==> config.mk <==
export PLATFORM = sky130hd
export DESIGN_NAME = ascii_range_frame_parser_unit
export DESIGN_NICKNAME = d
export VERILOG_FILES = /design/src/rtl/core/arfp_pkg.sv /design/src/rtl/core/ascii_range_frame_parser_unit.sv /design/src/rtl/core/arfp_parse_core.sv /design/src/rtl/core/arfp_out_reg.sv
export SDC_FILE = /design/constraint.sdc
export NUM_CORES = 1
export LEC_CHECK = 0
export BUFFER_PORTS_ARGS = -buffer_cell sky130_fd_sc_hd__buf_2
export CORE_UTILIZATION = 61
export CTS_CLUSTER_DIAMETER = 50
export DETAILED_ROUTE_END_ITERATION = 10
export PLACE_DENSITY = 0.81
export SLEW_MARGIN = 20
export SYNTH_ARGS = -nofsm -noshare
export SYNTH_HDL_FRONTEND = slang
export SYNTH_SLANG_ARGS = --single-unit
==> constraint.sdc <==
create_clock -name clk_i -period 7.5 [get_ports clk_i]
set_input_delay 0.375 -clock clk_i [delete_from_list [all_inputs] [get_ports clk_i]]
set_output_delay 0.375 -clock clk_i [all_outputs]
set_load 0.01 [all_outputs]
==> src/rtl/core/arfp_pkg.sv <==
// Package for the ASCII range frame parser: character codes, frame lengths,
// parse mode enum, result struct and small decode helpers. No dependencies.
`default_nettype none

package arfp_pkg;

  localparam logic [7:0] CHAR_I     = 8'h69;
  localparam logic [7:0] CHAR_U     = 8'h75;
  localparam logic [7:0] CHAR_COMMA = 8'h2c;
  localparam logic [7:0] CHAR_DOT   = 8'h2e;
  localparam logic [7:0] CHAR_ZERO  = 8'h30;
  localparam logic [7:0] CHAR_NINE  = 8'h39;

  localparam int unsigned POS_W   = 4;
  localparam int unsigned SHORT_W = 7;
  localparam int unsigned LONG_W  = 10;
  localparam int unsigned N_SHORT = 4;
  localparam int unsigned N_LONG  = 2;

  localparam logic [POS_W-1:0] IR_LAST = 4'd11;
  localparam logic [POS_W-1:0] US_LAST = 4'd7;

  localparam logic KIND_IR = 1'b0;
  localparam logic KIND_US = 1'b1;

  typedef enum logic [1:0] {
    MODE_HUNT = 2'd0,
    MODE_IR   = 2'd1,
    MODE_US   = 2'd2
  } mode_e;

  typedef struct packed {
    logic                                 kind;
    logic [N_SHORT-1:0][SHORT_W-1:0]      ir_dist;
    logic [N_LONG-1:0][LONG_W-1:0]        us_dist;
  } result_t;

  typedef struct packed {
    logic       sep;
    logic [1:0] slot;
  } ir_slot_t;

  function automatic logic [3:0] digit_of(input logic [7:0] b);
    logic [7:0] d;
    d = b - CHAR_ZERO;
    if (b < CHAR_ZERO || b > CHAR_NINE) begin
      return 4'd0;
    end
    return d[3:0];
  endfunction

  // Infrared body layout dd,dd,dd,dd.
  function automatic ir_slot_t ir_decode(input logic [POS_W-1:0] pos);
    ir_slot_t r;
    r = '{sep: 1'b0, slot: 2'd0};
    case (pos) inside
      4'd0, 4'd1:   r.slot = 2'd0;
      4'd3, 4'd4:   r.slot = 2'd1;
      4'd6, 4'd7:   r.slot = 2'd2;
      4'd9, 4'd10:  r.slot = 2'd3;
      default:      r.sep  = 1'b1;
    endcase
    return r;
  endfunction

endpackage

`default_nettype wire

==> src/rtl/core/ascii_range_frame_parser_unit.sv <==
// Top level of the ASCII range frame parser: input byte register, parse core
// and result register. Depends on arfp_pkg, arfp_parse_core, arfp_out_reg.
//
//   channel  direction  handshake               payload
//   in       input      in_valid_i / in_ready_o  rx_byte_i
//   out      output     out_valid_o / out_ready_i frame_kind_o, ir_distance_*_o,
//                                                us_distance_*_o
//
// One byte per cycle sustained while the input is not stalled; a result
// is valid after its last byte passes the input then the result register.
// Reset clears the mode, position, pending and held distances to zero.
// The input register stalls only when a frame-ending byte would overwrite a
// result still waiting in the result register.
`default_nettype none

module ascii_range_frame_parser_unit import arfp_pkg::*; (
  input  wire logic       clk_i,
  input  wire logic       rst_ni,
  input  wire logic       in_valid_i,
  output logic            in_ready_o,
  input  wire logic [7:0] rx_byte_i,
  output logic            out_valid_o,
  input  wire logic       out_ready_i,
  output logic            frame_kind_o,
  output logic [6:0]      ir_distance_1_o,
  output logic [6:0]      ir_distance_2_o,
  output logic [6:0]      ir_distance_3_o,
  output logic [6:0]      ir_distance_4_o,
  output logic [9:0]      us_distance_1_o,
  output logic [9:0]      us_distance_2_o
);

  logic       in_valid_q, in_valid_d;
  logic [7:0] byte_q;
  logic       step;
  logic       emit;
  logic       out_busy;
  result_t    core_result;
  result_t    out_result;

  assign step       = in_valid_q & ~(emit & out_busy);
  assign in_ready_o = ~in_valid_q | step;

  always_comb begin
    in_valid_d = in_valid_q;
    if (in_valid_i && in_ready_o) begin
      in_valid_d = 1'b1;
    end else if (step) begin
      in_valid_d = 1'b0;
    end
  end

  always_ff @(posedge clk_i or negedge rst_ni) begin
    if (!rst_ni) begin
      in_valid_q <= 1'b0;
    end else begin
      in_valid_q <= in_valid_d;
    end
  end

  always_ff @(posedge clk_i) begin
    if (in_valid_i && in_ready_o) begin
      byte_q <= rx_byte_i;
    end
  end

  arfp_parse_core u_core (
    .clk_i    (clk_i),
    .rst_ni   (rst_ni),
    .step_i   (step),
    .byte_i   (byte_q),
    .emit_o   (emit),
    .result_o (core_result)
  );

  arfp_out_reg u_out (
    .clk_i    (clk_i),
    .rst_ni   (rst_ni),
    .load_i   (step & emit),
    .result_i (core_result),
    .busy_o   (out_busy),
    .valid_o  (out_valid_o),
    .ready_i  (out_ready_i),
    .result_o (out_result)
  );

  assign frame_kind_o    = out_result.kind;
  assign ir_distance_1_o = out_result.ir_dist[0];
  assign ir_distance_2_o = out_result.ir_dist[1];
  assign ir_distance_3_o = out_result.ir_dist[2];
  assign ir_distance_4_o = out_result.ir_dist[3];
  assign us_distance_1_o = out_result.us_dist[0];
  assign us_distance_2_o = out_result.us_dist[1];

endmodule

`default_nettype wire

==> src/rtl/core/arfp_parse_core.sv <==
// Parse core: mode FSM, byte position, separator check, digit accumulation
// and held distances. Uses arfp_pkg.
`default_nettype none

module arfp_parse_core import arfp_pkg::*; (
  input  wire logic       clk_i,
  input  wire logic       rst_ni,
  input  wire logic       step_i,
  input  wire logic [7:0] byte_i,
  output logic            emit_o,
  output result_t         result_o
);

  mode_e                         mode_q, mode_d;
  logic [POS_W-1:0]              pos_q, pos_d;
  logic                          good_q, good_d;
  logic [N_SHORT-1:0][SHORT_W-1:0] pend_s_q, pend_s_d;
  logic [N_LONG-1:0][LONG_W-1:0]   pend_l_q, pend_l_d;
  logic [N_SHORT-1:0][SHORT_W-1:0] held_s_q, held_s_d;
  logic [N_LONG-1:0][LONG_W-1:0]   held_l_q, held_l_d;

  ir_slot_t    ir_dec;
  logic        us_sep;
  logic        sep_ok;
  logic        sep_want_dot;
  logic [3:0]  digit;
  logic        last;

  assign ir_dec = ir_decode(pos_q);
  assign us_sep = (pos_q[1:0] == 2'd3);
  assign digit  = digit_of(byte_i);
  assign last   = ((mode_q == MODE_IR) && (pos_q == IR_LAST)) ||
                  ((mode_q == MODE_US) && (pos_q == US_LAST));
  assign sep_want_dot = last;
  assign sep_ok = sep_want_dot ? (byte_i == CHAR_DOT) : (byte_i == CHAR_COMMA);

  // next mode
  always_comb begin
    mode_d = mode_q;
    unique case (mode_q) inside
      MODE_IR, MODE_US: begin
        if (last) begin
          mode_d = MODE_HUNT;
        end
      end
      default: begin
        if (byte_i == CHAR_I) begin
          mode_d = MODE_IR;
        end else if (byte_i == CHAR_U) begin
          mode_d = MODE_US;
        end else begin
          mode_d = MODE_HUNT;
        end
      end
    endcase
  end

  // datapath
  always_comb begin
    pos_d    = pos_q;
    good_d   = good_q;
    pend_s_d = pend_s_q;
    pend_l_d = pend_l_q;
    held_s_d = held_s_q;
    held_l_d = held_l_q;
    emit_o   = 1'b0;
    unique case (mode_q)
      MODE_IR: begin
        if (ir_dec.sep) begin
          good_d = good_q & sep_ok;
        end else begin
          pend_s_d[ir_dec.slot] = SHORT_W'(pend_s_q[ir_dec.slot] * SHORT_W'(10)
                                  + SHORT_W'(digit));
        end
        pos_d = pos_q + POS_W'(1);
        if (last) begin
          if (good_d) begin
            held_s_d = pend_s_d;
            emit_o   = 1'b1;
          end
          pos_d    = '0;
          good_d   = 1'b1;
          pend_s_d = '0;
          pend_l_d = '0;
        end
      end
      MODE_US: begin
        if (us_sep) begin
          good_d = good_q & sep_ok;
        end else begin
          pend_l_d[pos_q[2]] = LONG_W'(pend_l_q[pos_q[2]] * LONG_W'(10)
                               + LONG_W'(digit));
        end
        pos_d = pos_q + POS_W'(1);
        if (last) begin
          if (good_d) begin
            held_l_d = pend_l_d;
            emit_o   = 1'b1;
          end
          pos_d    = '0;
          good_d   = 1'b1;
          pend_s_d = '0;
          pend_l_d = '0;
        end
      end
      default: begin
        pos_d    = '0;
        good_d   = 1'b1;
        pend_s_d = '0;
        pend_l_d = '0;
      end
    endcase
  end

  assign result_o.kind    = (mode_q == MODE_US) ? KIND_US : KIND_IR;
  assign result_o.ir_dist = held_s_d;
  assign result_o.us_dist = held_l_d;

  always_ff @(posedge clk_i or negedge rst_ni) begin
    if (!rst_ni) begin
      mode_q   <= MODE_HUNT;
      pos_q    <= '0;
      good_q   <= 1'b1;
      pend_s_q <= '0;
      pend_l_q <= '0;
      held_s_q <= '0;
      held_l_q <= '0;
    end else if (step_i) begin
      mode_q   <= mode_d;
      pos_q    <= pos_d;
      good_q   <= good_d;
      pend_s_q <= pend_s_d;
      pend_l_q <= pend_l_d;
      held_s_q <= held_s_d;
      held_l_q <= held_l_d;
    end
  end

endmodule

`default_nettype wire

==> src/rtl/core/arfp_out_reg.sv <==
// Result register with valid/ready handshake toward the consumer.
// Uses arfp_pkg for the result struct.
`default_nettype none

module arfp_out_reg import arfp_pkg::*; (
  input  wire logic    clk_i,
  input  wire logic    rst_ni,
  input  wire logic    load_i,
  input  wire result_t result_i,
  output logic         busy_o,
  output logic         valid_o,
  input  wire logic    ready_i,
  output result_t      result_o
);

  logic    valid_q, valid_d;
  result_t data_q;

  assign busy_o  = valid_q & ~ready_i;
  assign valid_o = valid_q;
  assign result_o = data_q;

  always_comb begin
    valid_d = valid_q;
    if (load_i) begin
      valid_d = 1'b1;
    end else if (ready_i) begin
      valid_d = 1'b0;
    end
  end

  always_ff @(posedge clk_i or negedge rst_ni) begin
    if (!rst_ni) begin
      valid_q <= 1'b0;
    end else begin
      valid_q <= valid_d;
    end
  end

  always_ff @(posedge clk_i) begin
    if (load_i) begin
      data_q <= result_i;
    end
  end

endmodule

`default_nettype wire
Word-level counts from Yosys, hierarchy flattened
Index checks and enable logic that the tools add are counted.
- flip-flop bits (word level): 162
- output and inout port bits: 51
- word-level logic and storage cells: 141
- input port bits: 12
- add/subtract/negate cells: 4
- equal/unequal tests: 18
- multiplexer cells: 59
- multiply operators: 2
- $lt $le $gt $ge: 6
- bitwise logic cells: 9
- reduce and logical (&&, ||, !) cells: 18
- operator list (kind ; number):
    $mux W28 ; 6
    $mux W20 ; 6
    $pmux W28 S2 ; 1
    $pmux W20 S2 ; 1
    $mux W10 ; 3
    $bwmux W28 ; 1
    $mux W1 ; 21
    $bwmux W20 ; 1
    $eq A8 B6 Y1 const B ; 2
    $eq A8 B7 Y1 const B ; 2
    $mux W2 ; 8
    $mux W4 ; 4
    $bmux W7 S2 ; 1
    $demux W7 S2 ; 1
    $mux W7 ; 2
    $eq A4 B3 Y1 const B ; 3
    $eq A4 B4 Y1 const B ; 3
    $add A10 B4 Y10 ; 1
    $demux W10 S1 ; 1
    $mul A10 B3 Y9 const B ; 1
    $reduce_or A2 Y1 ; 5
    $gt A8 B6 Y1 const B ; 1
    $lt A8 B6 Y1 const B ; 1
    $add A7 B4 Y7 ; 1
    other kinds (21) ; 39

Logic depth before layout (Yosys ltp)
Gate-level depths: netlist (run 1).
- word-level depth: 17
- depth in mapped cells: 18
- gate-level depth less buffers: 16

Modules after synthesis
A second synthesis (run 1) with hierarchy kept.
- cell total of the unflattened synthesis: 797
- area total of the unflattened synthesis: 8160.3 um^2
- by module, submodules not included (module ; cells each ; area an instance (um^2) ; sequential area each (um^2) ; instances):
    arfp_parse_core ; 730 ; 6341.1 ; 2578.7 ; 1
    arfp_out_reg ; 52 ; 1516.5 ; 1496.4 ; 1
    ascii_range_frame_parser_unit ; 15 ; 302.8 ; 265.3 ; 1

Worst setup path after synthesis (run 1)
No wires, ideal clock.
- path type: register to register
- start: register u_core.mode_q[0]
- end: register u_out.data_q, in the netlist u_out.result_o[0], enable pin
- period minus slack after synthesis: 5.526 ns
- cell stages (with the launch flop): 9
- path buffers: 0
- slack: 1.974 ns
- library setup time: 0.516 ns
- data required time: 6.984 ns
- arrival: 5.010 ns
- path through: dfrtp_1 -> inv_1 -> ha_1 -> and3b_1 -> o21ai_4 -> mux2i_1 -> or2_2 -> nand3_1 -> nor3_1
- word-level cells in the longest chain between the ends: 14
- elaborated cells on any way between the ends: 20
- those cells by class: 2 x eq/ne; 10 x mux; 5 x bitwise; 3 x reduce/logical
- ends and longest elaborated chain (what ; RTL line ; text):
    from (decl) ; arfp_parse_core.sv:14 ; mode_e mode_q, mode_d;
    from (signal assigned) ; arfp_parse_core.sv:129 ; mode_q <= mode_d;
    $eq A2 B1 Y1 or $eq A2 B2 Y1 (tied branches) ; arfp_parse_core.sv:32, arfp_parse_core.sv:67, arfp_parse_core.sv:33 ;
    $logic_and A1 B1 Y1 (on tied branches) ; arfp_parse_core.sv:32, arfp_parse_core.sv:33 ;
    $logic_or A1 B1 Y1 ; arfp_parse_core.sv:32 ; assign last = ((mode_q == MODE_IR) && (pos_q == IR_LAST)) ||
    $mux W1 ; arfp_parse_core.sv:35 ; assign sep_ok = sep_want_dot ? (byte_i == CHAR_DOT) : (byte_i == CHAR_COMMA);
    $and A1 B1 Y1 ; arfp_parse_core.sv:70, arfp_parse_core.sv:89 ;
    $mux W1 (on tied branches) ; arfp_parse_core.sv:88, arfp_parse_core.sv:69 ;
    $mux W1 ; arfp_parse_core.sv:67 ; unique case (mode_q)
    $mux W1 (on tied branches) ; arfp_parse_core.sv:96, arfp_parse_core.sv:77 ;
    $mux W1 (on tied branches) ; arfp_parse_core.sv:95, arfp_parse_core.sv:76 ;
    $pmux W1 S2 * ; arfp_parse_core.sv:67 ;
    $and A1 B1 Y1 ; ascii_range_frame_parser_unit.sv:41 ; assign step = in_valid_q & ~(emit & out_busy);
    $not A1 Y1 ; ascii_range_frame_parser_unit.sv:41 ;
    $and A1 B1 Y1 ; ascii_range_frame_parser_unit.sv:41 ;
    $and A1 B1 Y1 * ; ascii_range_frame_parser_unit.sv:79 ; .load_i (step & emit),
    net u_out.load_i ; arfp_out_reg.sv:8 ; input wire logic load_i,
    to (signal assigned) ; arfp_out_reg.sv:42 ; data_q <= result_i;
    to (decl) ; arfp_out_reg.sv:17 ; result_t data_q;
Mark *: on every way through the listed nets, which the timed path passes. The rest lies on a longest branch. The select of a mux whose other input is x is not followed.
A chain may end at the register's enable or synchronous reset.

==> results.toml, run 1 <==
[clock_network]
insertion_delay_of_the_later_clocked_pin_in_the_worst_skew_pair_ns = 0.43
htree_levels = 4
register_clock_pin_slew_on_the_reported_worst_setup_and_hold_paths_ns = 0.06
tritoncts_clock_tree = "built"
clock_buffer_count_from_cts = 17
cts.root.buffer_cell = "sky130_fd_sc_hd__clkbuf_16"
ctsLongestPathBuffers = 2
post_cts_resize_count = 0
post-cts-setup-buffer-count = 0
clkSinkCount = 162

[worst_setup_path]
slowest_delay_ns = 0.74
setup.worst_path.class = "reg2reg"
critical_path.most_common_cell = "sky130_fd_sc_hd__ha_1"
timing.critical_path.max_delay_family = "simple AND/OR/NAND/NOR gates"
largest_driver_fanout_on_the_critical_path = 19
critPathBufInv = 1
worst_path_arrival_ns = 5.28
crit_path_end_kind = "register"
cp_cell_sequence = "ha_1, nor4b_2, a21oi_1, or2_0, nor2_1, nor3_1, ha_1, ha_1, inv_1, fa_1, nor3b_1, xnor2_1, xnor3_2, o31ai_1"
timing.critical_path.from_type = "register"
worst_path_slowest_cell = "sky130_fd_sc_hd__or2_0"
cp.required_ns = 7.75

[drt]
routed_wirelength_um = 18600
route.detailed.vias_per_inst = 6.26
drcViolationCount = 0
vias = 6276
wire_per_inst_um = 18.5
drt_pre_antenna_iters = 5
ant_nets = 0
detail_route.iter0.violations = 546

[sta]
slew_viol_final = 0
finalClockSkew_ns = 0.00654
rsz0062_at_grt = "false"
fmax_mhz = 199
setup_viol_count_final = 0
timing.final.crit_period_ns = 5.03
tightest_slew_ns = 1.11
period_share_pct = 67.0
hold_violations = 0
timing.setup.tns_ns = 0
max_slew_margin_pct = 25.2

[power]
power.density_cell_area_nw_per_um2 = 188
cellInternalPower_uw = 1370
psw_uw = 375
p_seq_share_pct = 53.5
switching_share_pct = 21.5
total_leakage_power_uw = 0.00409
comb_power_share_pct = 2.7
vdd_drop_max_v = 0.000120
pwr-share-clk_pct = 43.8

[floorplan]
die-area_um2 = 14100
fp.dieW_um = 119
die_h_um = 119
boundaryPins = 63
core.rowCount = 42
start_util_pct = 62.8
core_area_um2 = 13300

[finish]
stdcell_area_um2 = 9270
instances_no_fill = 1002
fillers = 975
areaGrowthSynthToFinish_pct = 11.1
diodes = 0
number_of_nets_in_the_finished_design = 856
drive_gt1_share_pct = 17.1

[synthesis]
syn-instance-count = 765
synth_area_um2 = 8340
ys.flop_type = "sky130_fd_sc_hd__dfrtp_1"
number_of_enable_type_register_cells_in_the_synthesized_netlist = 57
synth.lib_cells_used.distinct = 74
synth.largest_area_cell = "sky130_fd_sc_hd__dfrtp_1"
synth_top_cells_by_area = "sky130_fd_sc_hd__dfrtp_1 31%, sky130_fd_sc_hd__edfxtp_1 21%, sky130_fd_sc_hd__ha_1 4.0%"
ys_ff_latch = 162
post_synthesis_sequential_area_ratio_pct = 52.0
yosysWarningCount = 0
synth_async_sr_flop_share_pct = 64.8
postSynthNetCount = 808
synth_top_area_share_pct = 31.2
syn-mean-instance-area_um2 = 10.9

[global_routing]
gr-total-overflow = 0
grt_max_degree = 67
most_crowded_layer_after_global_routing = "met2"
grtUsageMet3_pct = 5.46
vias_in_the_first_global_route = 6035
global_route.usage.total_pct = 28.0
groute.layer.met1.usage_pct = 38.4
use_met2_pct = 43.6
number_of_antenna_violations_at_the_first_check_in_global_routing = 0
wire_length_of_the_first_global_routing_pass_um = 30500

[hold_path]
worst_hold_path_type = "in2reg"

[run_status]
outcome = "finished, final reports clean"

[job]
max_cap_violations = 0

[placed_design]
io_buffers = 62
gp_congestion = 0.864
placed_cells_incl_taps = 969
post-dp-hpwl_um = 12800
post_dp_cell_area_um2 = 8740
-- cells by family (layout without fill, tap and decap cells) --
family | after synthesis | in the layout | synth area share [%]
xor gates and xnor gates | 18 | 18 | 2.07
buffers and inverters | 69 | 130 | 3.79
DFF | 162 | 162 | 52.0
muxes | 55 | 55 | 7.02
and+or+nand+nor | 199 | 199 | 11.7
adders and majority gates | 31 | 31 | 5.01
AOI/OAI and AO/OA | 231 | 231 | 18.4
-- layer usage --
layer	part of all wire [%]	wire length, um
met1	45	8330
met4	2.2	415
met2	47	8650
met3	6.3	1170
met5	0	0
-- registers in the layout, indices dropped and copies added (netlist names) --
register         count
u_core.pend_l_q     20
in_valid_q           1
u_out.result_o      49
u_out.valid_o        1
u_core.pos_q         4
u_core.pend_s_q     28
u_core.good_q        1
byte_q               8
u_core.mode_q        2
u_core.held_l_q     20
u_core.held_s_q     28
-- cells in the mapped netlist (5+ instances only) --
cell	count
sky130_fd_sc_hd__nor2_1	75
sky130_fd_sc_hd__o2bb2ai_1	29
sky130_fd_sc_hd__nand4_1	7
sky130_fd_sc_hd__o31ai_1	12
sky130_fd_sc_hd__a31oi_1	14
sky130_fd_sc_hd__a22o_1	10
sky130_fd_sc_hd__mux2i_1	30
sky130_fd_sc_hd__o22ai_1	7
sky130_fd_sc_hd__nand2_1	54
sky130_fd_sc_hd__ha_1	27
sky130_fd_sc_hd__nor2b_1	8
sky130_fd_sc_hd__dfrtp_1	104
sky130_fd_sc_hd__nor3_1	7
sky130_fd_sc_hd__buf_2	15
sky130_fd_sc_hd__o21ai_0	53
sky130_fd_sc_hd__inv_1	26
sky130_fd_sc_hd__nand3_1	9
sky130_fd_sc_hd__mux2_2	21
sky130_fd_sc_hd__nor3b_1	6
sky130_fd_sc_hd__xor2_1	5
sky130_fd_sc_hd__xnor2_1	12
sky130_fd_sc_hd__a21o_1	8
sky130_fd_sc_hd__a21oi_1	67
sky130_fd_sc_hd__clkbuf_1	17
sky130_fd_sc_hd__edfxtp_1	57
-- cell type report --
type	count	area (um^2)	area share (%)
timing repair buffer	72	390	4.21
inverter	26	97.6	1.05
tap	176	220	2.38
multi-input combinational	534	3700	40.0
clock inverter	10	60.1	0.648
clock buffer	22	454	4.90
sequential	162	4340	46.8
-- repair_timing --
item                                   CTS  global route
setup endpoints to repair                0             0
endpoints found under the hold margin   41             0
hold buffers                             1             0
-- stage by stage --
step | power [uW] | hold slack [ns] | worst slack, ns | utilization, %
final | 1740 | 0.120 | 2.47 | 69.7
after global routing | 1790 | 0.116 | 2.13 | 69.7
after detailed placement | 995 | 0.396 | 2.57 | 65.7
after floorplan | 970 | 0.0794 | 1.97 | -
after CTS | 1750 | 0.110 | 2.50 | 69.7
after global placement | 992 | 0.380 | 2.70 | 65.7
-- path summary, 6_finish.rpt --
check | start | slack [ns] | cells past startpoint | endpoint
max | u_core.pos_q[0] | 2.47 | 14 | u_out.result_o[40]
min | rx_byte_i[0] | 0.12 | 1 | byte_q[0]
max reg2reg | u_core.pos_q[0] | 2.47 | 14 | u_out.result_o[40]
min reg2reg | u_core.held_l_q[12] | 0.49 | 1 | u_core.held_l_q[12]
max in group asynchronous | rst_ni | 5.77 | 3 | u_core.pend_l_q[11]
min in group asynchronous | rst_ni | 0.47 | 2 | u_core.held_l_q[2]
-- power groups by stage --
stage	clock network (uW)	registers [uW]	logic, uW
after floorplan	0	944	25.4
after global placement	0	947	44.5
after detailed placement	0	948	47.1
after CTS	772	931	47.8
after global routing	805	932	53.2
final	762	932	47.1
-- placed cells by master, fill, tap and decap left out, types with 10 or more instances in the layout --
cell and n:
sky130_fd_sc_hd__a21oi_1 66, sky130_fd_sc_hd__a22o_1 10, sky130_fd_sc_hd__a31oi_1 14, sky130_fd_sc_hd__buf_2 61, sky130_fd_sc_hd__buf_4 10, sky130_fd_sc_hd__clkbuf_16 17
sky130_fd_sc_hd__dfrtp_1 104, sky130_fd_sc_hd__edfxtp_1 57, sky130_fd_sc_hd__ha_1 27, sky130_fd_sc_hd__inv_1 26, sky130_fd_sc_hd__mux2_2 21, sky130_fd_sc_hd__mux2i_1 30
sky130_fd_sc_hd__nand2_1 54, sky130_fd_sc_hd__nor2_1 75, sky130_fd_sc_hd__o21ai_0 53, sky130_fd_sc_hd__o2bb2ai_1 29, sky130_fd_sc_hd__o31ai_1 12, sky130_fd_sc_hd__xnor2_1 12
No activity file was read; power rests on OpenSTA's default activity.
==> run 2: changes to the inputs <==
==> constraint.sdc (replaced) <==
create_clock -name clk_i -period 4.8 [get_ports clk_i]
set_input_delay 0.24 -clock clk_i [delete_from_list [all_inputs] [get_ports clk_i]]
set_output_delay 0.24 -clock clk_i [all_outputs]
set_load 0.01 [all_outputs]
==> run 2 against run 1 <==
Worst hold slack lost 0.090 ns. Largest cell class unchanged. Clock-buffer cell count shrank 3. First-iteration DRC count grew 6.8%. Global-route usage grew 0.31 points. Register-to-register slack lost 2.2 ns. Fmax grew 11%. Cell area grew 2.7%. Critical path depth grew 2. Via count shrank 0.40%. Die area is the same. Critical path type unchanged. Core utilization grew 1.9 points.
==> results.toml, run 2 (synthesis results as in run 1) <==
[clock_network]
register_clock_pin_slew_on_the_reported_worst_setup_and_hold_paths_ns = 0.06
clock_buffer_count_from_cts = 17
tritoncts_clock_tree = "built"
htree_levels = 4
post-cts-setup-buffer-count = 0
clkSinkCount = 162
cts.root.buffer_cell = "sky130_fd_sc_hd__clkbuf_16"
ctsLongestPathBuffers = 2
insertion_delay_of_the_later_clocked_pin_in_the_worst_skew_pair_ns = 0.43

[finish]
areaGrowthSynthToFinish_pct = 14.0
largest_reg_flops = 49
fillers = 957
layout.core_utilization_pct = 71.6
layout_common_cells = "104 x sky130_fd_sc_hd__dfrtp_1, 75 x sky130_fd_sc_hd__nor2_1, 65 x sky130_fd_sc_hd__a21oi_1, 61 x sky130_fd_sc_hd__buf_2, 57 x sky130_fd_sc_hd__edfxtp_1"
number_of_nets_in_the_finished_design = 870
final_common_cell = "sky130_fd_sc_hd__dfrtp_1"
drive_gt1_share_pct = 18.3
diodes = 0

[power]
vdd_drop_max_v = 0.000208
total_leakage_power_uw = 0.00390
power.density_cell_area_nw_per_um2 = 310

[run_status]
outcome = "finished, final reports clean"

[sta]
timing.setup.tns_ns = 0
max_slew_margin_pct = 25.3
setup_viol_count_final = 0
hold_violations = 0
slew_viol_final = 0
finalClockSkew_ns = 0.00490
tightest_slew_ns = 1.11
period_share_pct = 94.0
rsz0062_at_grt = "false"
timing.final.crit_period_ns = 4.51
finalWorstSetupSlack_ns = 0.287
fmax_mhz = 222

[worst_setup_path]
worst_path_slowest_cell = "sky130_fd_sc_hd__a221oi_2"
cp_cell_sequence = "inv_1, ha_1, nor2_1, nand2_1, a221oi_2, inv_1, a222oi_1, nand2_1, ha_1, ha_1, inv_1, fa_1, nor3b_1, xnor2_1, xnor3_2, o31ai_1"
timing.critical_path.from_type = "register"
largest_driver_fanout_on_the_critical_path = 10
worst_path_arrival_ns = 4.76
crit_path_end_kind = "register"
slowest_delay_ns = 0.50
cp.required_ns = 5.04
r2r_setup_slack_ns = 0.29
reg2reg_depth = 16
reg2reg_from = "u_core.pos_q[0]"
reg2reg_to = "u_out.result_o[40]"
setup.worst_path.class = "reg2reg"

[global_routing]
gr-total-overflow = 0
number_of_antenna_violations_at_the_first_check_in_global_routing = 0
grt_max_degree = 66
global_route.usage.total_pct = 28.3
vias_in_the_first_global_route = 6043
wire_length_of_the_first_global_routing_pass_um = 30800

[drt]
routed_wirelength_um = 18900
ant_nets = 0
drt_pre_antenna_iters = 6
detail_route.iter0.violations = 583
wire_per_inst_um = 18.6
vias = 6251
route.detailed.vias_per_inst = 6.15
drcViolationCount = 0

[hold_path]
worst_hold_startpoint = "out_ready_i"
worst_hold_path.endpoint = "u_out.valid_o"
worst_hold_path_type = "in2reg"
whs_path_depth = 2

[placed_design]
io_buffers = 62
post-dp-hpwl_um = 12900
gp_congestion = 0.938
place_ws_ns = 0.215

[floorplan]
fp.dieW_um = 119
core_area_um2 = 13300
boundaryPins = 63
die-area_um2 = 14100
die_h_um = 119
start_util_pct = 62.8
core.rowCount = 42

[job]
max_cap_violations = 0
## run 2: cell count changes in the layout (fill, tap and decap cells not counted), moves of 2 or more
| cell | delta |
|---|---|
| sky130_fd_sc_hd__dlygate4sd3_1 | +8 |
| sky130_fd_sc_hd__bufinv_16 | +4 |
| sky130_fd_sc_hd__buf_4 | +6 |
| sky130_fd_sc_hd__clkinv_1 | -2 |
| sky130_fd_sc_hd__clkbuf_1 | -2 |
## run 2: repair_timing
action | CTS | global route
hold buffers | 9 | 0
endpoints found under the setup margin | 0 | 11
gates resized for setup | 0 | 2
hold endpoints to repair | 71 | 0
## run 2: worst max-delay path: cells and delay by family, from the launching register on
kind                     cells  cell delay, ns
flip-flops                   1            0.42
buffers and inverters        3            0.26
adder cells (fa/ha/maj)      4            1.18
AO/OA/AOI/OAI                3            1.12
XOR/XNOR                     2            0.64
AND/OR/NAND/NOR              4            0.71
## run 2: final cells by class
cell class                      instances  area (um^2)  area share [%]
Tap cell                              176          220            2.31
Timing Repair Buffer                   86          515            5.42
Multi-Input combinational cell        534         3720            39.1
Sequential cell                       162         4340            45.6
Clock inverter                         13          184            1.93
Inverter                               26         97.6            1.03
Clock buffer                           19          433            4.55
## run 2: power by group
part	total [uW]	switching (uW)	leakage [uW]	internal, uW
Sequential	1460	13.0	0.00189	1440
Clock	1410	544	0.000295	871
Combinational	78.7	51.3	0.00172	27.4
Total	2950	608	0.00390	2340
## run 2: worst max-delay path by stage
stage / start / to / slack [ns] / cells after the start
2_1_floorplan: u_core.pos_q[0] / u_out.result_o[47] / 0.64 / 17
3_3_place_gp: u_core.pos_q[0] / u_out.result_o[33] / 0.37 / 15
3_5_place_dp: u_core.pos_q[0] / u_out.result_o[40] / 0.22 / 15
4_1_cts: u_core.pos_q[0] / u_out.result_o[40] / 0.16 / 15
5_1_grt: u_core.pos_q[0] / u_out.result_o[40] / 0.004 / 16
6_report: u_core.pos_q[0] / u_out.result_o[40] / 0.29 / 16
## run 2: per-layer routing
layer  global-route usage [%]  part of all wire [%]
met2                     44.8                    48
met1                     39.2                    44
met4                     9.73                   1.7
met3                     5.75                   5.9
met5                        0                     0
## run 2: through the flow
stage / power, uW / instances / hold WS, ns / area, um^2
6_report: 2950 / 1016 / 0.0295 / 9510
5_1_grt: 3030 / 1016 / 0.0244 / 9510
4_1_cts: 2960 / 1016 / 0.0217 / 9500
3_5_place_dp: 1550 / 975 / 0.410 / 8790
3_3_place_gp: 1550 / 975 / 0.393 / 8790
2_1_floorplan: 1520 / 765 / -0.0556 / 8350
==> run 3: changes to the inputs <==
--- a/config.mk
+++ b/config.mk
@@ -6,10 +6,10 @@
 export NUM_CORES = 1
 export LEC_CHECK = 0
 export BUFFER_PORTS_ARGS = -buffer_cell sky130_fd_sc_hd__buf_2
-export CORE_UTILIZATION = 61
+export CORE_UTILIZATION = 55
 export CTS_CLUSTER_DIAMETER = 50
 export DETAILED_ROUTE_END_ITERATION = 10
-export PLACE_DENSITY = 0.81
+export PLACE_DENSITY = 0.74
 export SLEW_MARGIN = 20
 export SYNTH_ARGS = -nofsm -noshare
 export SYNTH_HDL_FRONTEND = slang
==> run 3 against run 2 <==
Cell area up 0.26%. Sequential share of layout area down 0.12 points. Sequential cell count unchanged. Total power up 0.35%. Critical path type unchanged. Global-route usage down 2.2 points. Die area up 11%.
==> results.toml, run 3 (synthesis results as in run 1) <==
[floorplan]
boundaryPins = 63
core_area_um2 = 14600
start_util_pct = 57.0
core.rowCount = 44
die-area_um2 = 15700
fp.dieW_um = 125
die_h_um = 125

[finish]
largest_reg_flops = 49
final_common_cell = "sky130_fd_sc_hd__dfrtp_1"
fillers = 1126
layout.core_utilization_pct = 65.1
stdcell_area_um2 = 9540
drive_gt1_share_pct = 18.4
areaGrowthSynthToFinish_pct = 14.3
diodes = 0
layout_common_cells = "104 x sky130_fd_sc_hd__dfrtp_1, 75 x sky130_fd_sc_hd__nor2_1, 66 x sky130_fd_sc_hd__a21oi_1, 61 x sky130_fd_sc_hd__buf_2, 57 x sky130_fd_sc_hd__edfxtp_1"
number_of_nets_in_the_finished_design = 873

[placed_design]
io_buffers = 62
post-dp-hpwl_um = 13300
post_dp_cell_area_um2 = 8820
gp_congestion = 0.988

[sta]
hold_violations = 0
fmax_mhz = 224
timing.setup.tns_ns = 0
slew_viol_final = 0
tightest_slew_ns = 1.02
timing.final.crit_period_ns = 4.47
setup_viol_count_final = 0
period_share_pct = 93.1
rsz0062_at_grt = "false"
finalClockSkew_ns = 0.00797
max_slew_margin_pct = 31.7

[clock_network]
htree_levels = 4
ctsLongestPathBuffers = 2
clkSinkCount = 162
insertion_delay_of_the_later_clocked_pin_in_the_worst_skew_pair_ns = 0.43
post-cts-setup-buffer-count = 0
register_clock_pin_slew_on_the_reported_worst_setup_and_hold_paths_ns = 0.06
clock_buffer_count_from_cts = 17
tritoncts_clock_tree = "built"
cts.root.buffer_cell = "sky130_fd_sc_hd__clkbuf_16"

[worst_setup_path]
timing.critical_path.from_type = "register"
timing.critical_path.max_delay_family = "adder cells"
crit_path_end_kind = "register"
critical_path.most_common_cell = "sky130_fd_sc_hd__ha_1"
worst_path_arrival_ns = 4.71
cp.required_ns = 5.04
slowest_delay_ns = 0.48
cp_cell_sequence = "inv_1, ha_1, nor3_1, o21a_1, a221oi_2, nor2_1, nor3_1, ha_1, ha_1, inv_1, fa_1, nor3b_1, xnor2_1, xnor3_2, o31ai_1"
worst_path_slowest_cell = "sky130_fd_sc_hd__xnor3_2"
largest_driver_fanout_on_the_critical_path = 10
critPathBufInv = 2
setup.worst_path.class = "reg2reg"

[drt]
vias = 6281
drt_pre_antenna_iters = 8
ant_nets = 0
wire_per_inst_um = 18.8
route.detailed.vias_per_inst = 6.12
detail_route.iter0.violations = 668
drcViolationCount = 0
routed_wirelength_um = 19300

[power]
vdd_drop_max_v = 0.000240
total_leakage_power_uw = 0.00391
power.density_cell_area_nw_per_um2 = 310

[global_routing]
global_route.usage.total_pct = 26.1
grt_max_degree = 65
gr-total-overflow = 0
number_of_antenna_violations_at_the_first_check_in_global_routing = 0
vias_in_the_first_global_route = 6223
wire_length_of_the_first_global_routing_pass_um = 31800

[hold_path]
worst_hold_path_type = "in2reg"

[run_status]
outcome = "finished, final reports clean"

[job]
max_cap_violations = 0
[run 3: changes by cell type in the layout (fill, tap and decap cells not counted), sizes merged]
cell      previous run  this run
buf                 77        80
clkinvlp             2         4
clkinv               5         4
inv                 28        27
[run 3: cell type report]
class	count	area [um^2]	area share, %
Timing Repair Buffer	89	538	5.64
Clock inverter	13	185	1.94
Inverter	26	97.6	1.02
Clock buffer	19	433	4.54
Tap cell	184	230	2.41
Sequential cell	162	4340	45.5
Multi-Input combinational cell	534	3710	38.9
[run 3: final timing paths]
check                      slack, ns                start  cells past startpoint                  end
max                             0.33      u_core.pos_q[0]                     15   u_out.result_o[47]
min                             0.03           in_valid_i                      2           in_valid_q
max reg2reg                     0.33      u_core.pos_q[0]                     15   u_out.result_o[47]
min reg2reg                     0.49  u_core.held_l_q[16]                      1  u_core.held_l_q[16]
max in group asynchronous       3.26               rst_ni                      3   u_core.held_l_q[2]
min in group asynchronous       0.46               rst_ni                      2   u_core.held_s_q[1]
[run 3: routing by layer]
| metal | vias to the layer above | global-route usage (%) | part of all wire [%] |
|---|---|---|---|
| li1 | 2941 | - | - |
| met1 | 3060 | 35.6 | 44 |
| met2 | 230 | 41.2 | 47 |
| met3 | 50 | 5.43 | 6.3 |
| met4 | 0 | 10.3 | 2.5 |
| met5 | - | 0 | 0 |
[run 3: per-stage QoR]
| step | power (uW) | worst slack (ns) | std cells | hold WS [ns] |
|---|---|---|---|---|
| 2_1_floorplan | 1520 | 0.636 | 765 | -0.0556 |
| 3_3_place_gp | 1550 | 0.468 | 986 | 0.381 |
| 3_5_place_dp | 1550 | 0.243 | 986 | 0.394 |
| 4_1_cts | 2980 | 0.217 | 1027 | 0.0169 |
| 5_1_grt | 3050 | 0.0301 | 1027 | 0.0268 |
| 6_report | 2960 | 0.332 | 1027 | 0.0251 |
[run 3: report_power, final]
part | switching [uW] | leakage, uW | total [uW] | internal (uW)
registers | 13.0 | 0.00189 | 1450 | 1440
clock network | 555 | 0.000287 | 1420 | 870
logic | 51.0 | 0.00174 | 78.9 | 27.9
[run 3: repair_timing]
action | in CTS | in global routing
gates resized for setup | 0 | 1
hold buffers | 9 | 0
endpoints found under the setup margin | 0 | 3
endpoints found under the hold margin | 70 | 0
